--- src/rtl/bmpq_pkg.sv ---
// ---------------------------------------------------------------------------
// bmpq_pkg
// Shared types, sizes and helper functions of the bucket min priority queue.
// ---------------------------------------------------------------------------
package bmpq_pkg;

    // Value range and counter sizes.
    localparam int VALUE_SPAN     = 1024;
    localparam int VALUE_BITS     = $clog2(VALUE_SPAN);
    localparam int COUNT_BITS     = 16;
    localparam int TOTAL_BITS     = 16;

    // Occupancy bitmap: one bit per value, held as words in a small RAM,
    // with one summary bit per word held in flops.
    localparam int MAP_WORD_BITS  = 32;
    localparam int MAP_SEL_BITS   = $clog2(MAP_WORD_BITS);
    localparam int MAP_WORDS      = VALUE_SPAN / MAP_WORD_BITS;
    localparam int MAP_ADDR_BITS  = $clog2(MAP_WORDS);

    // Stream payload widths.
    localparam int IN_TDATA_BITS  = 16;
    localparam int OUT_TDATA_BITS = 16;
    localparam int OUT_TUSER_BITS = 2;

    localparam logic [TOTAL_BITS-1:0] TOTAL_MAX = '1;
    localparam logic [COUNT_BITS-1:0] COUNT_MAX = '1;

    // Request kinds.
    localparam logic ACT_ADD     = 1'b0;
    localparam logic ACT_EXTRACT = 1'b1;

    typedef enum logic [1:0] {
        ST_ADDED     = 2'd0,
        ST_REJECTED  = 2'd1,
        ST_EXTRACTED = 2'd2,
        ST_EMPTY     = 2'd3
    } t_status;

    typedef enum logic [2:0] {
        S_CLEAR,
        S_IDLE,
        S_DECODE,
        S_ADD_UPD,
        S_EX_FIND,
        S_EX_UPD
    } t_state;

    // Commands from the controller to the datapath.
    typedef struct packed {
        logic accept;
        logic clr_step;
        logic rd_add;
        logic rd_scan_word;
        logic rd_scan_cnt;
        logic commit_add;
        logic commit_ext;
        logic emit_empty;
    } t_dp_cmd;

    // Status from the datapath to the controller.
    typedef struct packed {
        logic clr_last;
        logic is_extract;
        logic total_zero;
        logic slot_free;
    } t_dp_stat;

    // Index of the lowest set bit of a bitmap word (zero when none is set).
    function automatic logic [MAP_SEL_BITS-1:0] first_bit(input logic [MAP_WORD_BITS-1:0] w);
        logic [MAP_SEL_BITS-1:0] idx;
        idx = '0;
        for (int i = MAP_WORD_BITS - 1; i >= 0; i--) begin
            if (w[i]) begin
                idx = MAP_SEL_BITS'(i);
            end
        end
        return idx;
    endfunction

    // Index of the lowest set bit of the summary (zero when none is set).
    function automatic logic [MAP_ADDR_BITS-1:0] first_word(input logic [MAP_WORDS-1:0] s);
        logic [MAP_ADDR_BITS-1:0] idx;
        idx = '0;
        for (int i = MAP_WORDS - 1; i >= 0; i--) begin
            if (s[i]) begin
                idx = MAP_ADDR_BITS'(i);
            end
        end
        return idx;
    endfunction

endpackage

--- src/rtl/bmpq_ctrl.sv ---
// ---------------------------------------------------------------------------
// bmpq_ctrl
// Controller of the priority queue: clearing pass, request decode and the
// read and update steps of adds and extracts.
// ---------------------------------------------------------------------------
module bmpq_ctrl (
    input  logic               i_clk,
    input  logic               i_rst_n,
    input  logic               i_in_valid,
    output logic               o_in_ready,
    input  bmpq_pkg::t_dp_stat i_stat,
    output bmpq_pkg::t_dp_cmd  o_cmd
);
    import bmpq_pkg::*;

    t_state r_state;
    t_state n_state;

    always_ff @(posedge i_clk) begin
        if (!i_rst_n) begin
            r_state <= S_CLEAR;
        end else begin
            r_state <= n_state;
        end
    end

    always_comb begin
        n_state = r_state;
        unique case (r_state)
            S_CLEAR: begin
                if (i_stat.clr_last) begin
                    n_state = S_IDLE;
                end
            end
            S_IDLE: begin
                if (i_in_valid) begin
                    n_state = S_DECODE;
                end
            end
            S_DECODE: begin
                if (!i_stat.is_extract) begin
                    n_state = S_ADD_UPD;
                end else if (!i_stat.total_zero) begin
                    n_state = S_EX_FIND;
                end else if (i_stat.slot_free) begin
                    n_state = S_IDLE;
                end
            end
            S_ADD_UPD: begin
                if (i_stat.slot_free) begin
                    n_state = S_IDLE;
                end
            end
            S_EX_FIND: begin
                n_state = S_EX_UPD;
            end
            S_EX_UPD: begin
                if (i_stat.slot_free) begin
                    n_state = S_IDLE;
                end
            end
            default: begin
                n_state = S_CLEAR;
            end
        endcase
    end

    always_comb begin
        o_cmd      = '0;
        o_in_ready = 1'b0;
        unique case (r_state)
            S_CLEAR: begin
                o_cmd.clr_step = 1'b1;
            end
            S_IDLE: begin
                o_in_ready = 1'b1;
                o_cmd.accept = i_in_valid;
            end
            S_DECODE: begin
                o_cmd.rd_add       = !i_stat.is_extract;
                o_cmd.rd_scan_word = i_stat.is_extract && !i_stat.total_zero;
                o_cmd.emit_empty   = i_stat.is_extract && i_stat.total_zero &&
                                     i_stat.slot_free;
            end
            S_ADD_UPD: begin
                o_cmd.commit_add = i_stat.slot_free;
            end
            S_EX_FIND: begin
                o_cmd.rd_scan_cnt = 1'b1;
            end
            S_EX_UPD: begin
                o_cmd.commit_ext = i_stat.slot_free;
            end
            default: begin
                o_cmd = '0;
            end
        endcase
    end

endmodule

--- config.mk ---
export PLATFORM = sky130hd
export DESIGN_NAME = bmpq_ctrl
export DESIGN_NICKNAME = d
export VERILOG_FILES = /design/src/rtl/bmpq_pkg.sv /design/src/rtl/bmpq_ctrl.sv
export SDC_FILE = /design/constraint.sdc
export NUM_CORES = 1
export LEC_CHECK = 0
export BUFFER_PORTS_ARGS = -buffer_cell sky130_fd_sc_hd__buf_2
export CORE_AREA = 2 2 39 41
export DETAILED_ROUTE_END_ITERATION = 12
export DIE_AREA = 0 0 41 43
export GPL_ROUTABILITY_DRIVEN = 0
export HOLD_SLACK_MARGIN = 0.05
export PLACE_DENSITY = 0.5
export SLEW_MARGIN = 25
export SYNTH_ARGS = -nofsm -noshare
export SYNTH_HDL_FRONTEND = slang
export SYNTH_SLANG_ARGS = --single-unit
export TNS_END_PERCENT = 100
--- constraint.sdc ---
create_clock -name i_clk -period 1.1 [get_ports i_clk]
set_input_delay 0.055 -clock i_clk [delete_from_list [all_inputs] [get_ports i_clk]]
set_output_delay 0.055 -clock i_clk [all_outputs]
set_load 0.05 [all_outputs]
==> results_dict.tcl <==
set metrics [dict create \
    dr.pass1.iters 2 \
    min_period_ps 1201 \
    cp-start-kind "register" \
    hold_class "input port to register" \
    hp-start "i_rst_n" \
    grt_use_total 0.1295 \
    die_h_microns 43 \
    drv_cap 0 \
    timing.fmax_mhz 832.9 \
    start_util 0.1935 \
    max-slew-margin-rel 0.8350 \
    path_class "register to primary output" \
    cts_buffer_depth 2 \
    cpMaxStageDelayCell "dfxtp_4" \
    finClkSkew_ps 0.2411 \
    largest_registers "r_state (3)" \
    drcViolationCount 0 \
    grt_max_degree 7 \
    grt_pass1_vias 379 \
    clkSinkCount 3 \
    rows 14 \
    cts_tree "yes" \
    syn_to_final_growth_pct 134.1 \
    ir_drop_uv 376.0 \
    clk_latency_ps 230 \
    final_cell_mix "buf_6, buf_4, buf_2" \
    syn_inst 39 \
    cp.arrival_ps 1150 \
    slew_viol_final 0 \
    route.met2.wl_microns 626 \
    required_ps 1040 \
    post_drt_wl_per_cell_microns 12.12 \
    root_buffer "clkbuf_4" \
    rsz0062_at_grt "true" \
    die_w_microns 41 \
    drt_iter0_drc 2 \
    crit_start "r_state[2]" \
    ys_types 18 \
    cts_buffers 3 \
    vias_per_cell 4.639 \
    largest_reg_flops 3 \
    pre_cts_ws_ps -101.7 \
    vias 385 \
    syn_area_sq_um 267.8 \
    hold_buffers 0 \
    setup_viol 10 \
    hold_viol 0 \
    end_kind "primary output" \
    met1_length_microns 345 \
    p_leak_uw 0.0002819 \
    final.period_utilization 1.091 \
    grt_first_pass_wirelength_microns 1531 \
    ant_nets 0 \
    clk_pin_slew_worst_paths_ps 40 \
    final_nets 75 \
    routed_wl_microns 1006 \
    avgSynthCellArea_sq_um 6.866 \
    grt-ovfl-total 0 \
    dp_hpwl_microns 616.9 \
    cp_max_fo 6 \
    syn_nets 46 \
    yosysSeqAreaShare 0.2243 \
    power_density_nw_per_um2 971.9 \
    ys_ff_latch 3 \
    drive_gt1_frac 0.7463 \
    setup_ws_ps -100.6 \
    final_cell_count_no_fill 83 \
    violations "setup timing" \
    ys.warnings.count 0 \
    place_inst 75 \
    diodes 0 \
    crit_chain "nand2b_4 -> nor2_4 -> and2_4 -> buf_8" \
    largest_register "r_state" \
    fin_util 0.4530 \
    grt_antenna_before_repair 0 \
    numPortBuffers 15 \
    worstMarginPinSlew_ps 247.0 \
    fin_setup_tns_ps -554.1 \
    htreeDepth 1 \
    num_io_pins 16 \
    wl_met3_microns 34 \
    status "finished with violations" \
    reg2reg_from "r_state[0]" \
    fp.coreArea_sq_um 1384 \
    routed.top_layer "met3" \
    die_area_sq_um 1763 \
    cpPeakStageDelay_ps 370 \
]
-- Yosys cell counts --
| cell type | count | share of area |
|---|---|---|
| nor2_1 | 8 | 0.11 |
| nand2_1 | 7 | 0.098 |
| dfxtp_1 | 3 | 0.22 |
| nand2b_1 | 3 | 0.070 |
| a21oi_1 | 2 | 0.037 |
| buf_6 | 2 | 0.084 |
| inv_1 | 2 | 0.028 |
| o21ai_1 | 2 | 0.037 |
| a2111oi_2 | 1 | 0.056 |
| a21o_1 | 1 | 0.028 |
| a221oi_2 | 1 | 0.056 |
| a31o_1 | 1 | 0.033 |
| and2_1 | 1 | 0.023 |
| inv_2 | 1 | 0.014 |
| nand4b_1 | 1 | 0.033 |
| nor2b_1 | 1 | 0.023 |
| nor3_1 | 1 | 0.019 |
| nor4_1 | 1 | 0.023 |
-- worst paths after layout --
| kind | endpoint | slack, ps | cells past startpoint |
|---|---|---|---|
| max | o_cmd[7] | -100 | 4 |
| min | r_state[2] | 110 | 3 |
| max reg2reg | r_state[0] | -70 | 5 |
| min reg2reg | r_state[1] | 610 | 3 |
-- per-layer routing --
| metal | vias up | global-route usage |
|---|---|---|
| li1 | 186 | - |
| met2 | 8 | 0.2281 |
| met3 | 0 | 0.03141 |
| met5 | - | 0 |
| met4 | 0 | 0.06000 |
| met1 | 191 | 0.1318 |
-- kinds of logic (layout without fill, tap and decap cells) --
logic type      after synthesis  in the layout  synth area share
compound gates                8              8            0.2477
buf+inv                       5             33            0.1262
flops                         3              3            0.2243
simple gates                 23             23            0.4019
-- worst max-delay path: cells and delay by family, from the launching register on --
| family | cells | cell delay, ps |
|---|---|---|
| buffers and inverters | 1 | 130 |
| flip-flops | 1 | 370 |
| AND/OR/NAND/NOR | 3 | 410 |
-- area by class of cell --
class                   instances  area, sq um
well taps                      16        20.02
clock buffers                   4        26.28
inverters                       3        11.26
multi-input cells              31        269.0
flip-flops and latches          3        71.32
fillers                       145        757.0
repair buffers                 26        229.0
-- stage by stage --
stage               instance area (sq um)  total power [uW]  hold WS, ps
floorplan                           321.6             288.6        168.8
global placement                    446.7             345.4        371.2
detailed placement                  446.7             347.3        368.2
CTS                                 596.8             605.3        118.7
global route                        626.9             646.4        154.6
finish                              626.9             609.2        106.1
-- where the power goes --
| group | internal (uW) | total [uW] | switching [uW] | leakage (uW) |
|---|---|---|---|---|
| combinational | 125 | 282 | 157 | 0.000240 |
| clock | 136 | 194 | 58.0 | 0.0000150 |
| sequential | 115 | 133 | 17.7 | 0.0000267 |
| total | 377 | 609 | 233 | 0.000282 |
-- timing repair --
action	CTS	global route
gates cloned	0	0
setup buffers	4	1
resized for setup	31	9
pin swaps	7	3
setup endpoints to repair	11	12
(Power assumes the default switching activity.)
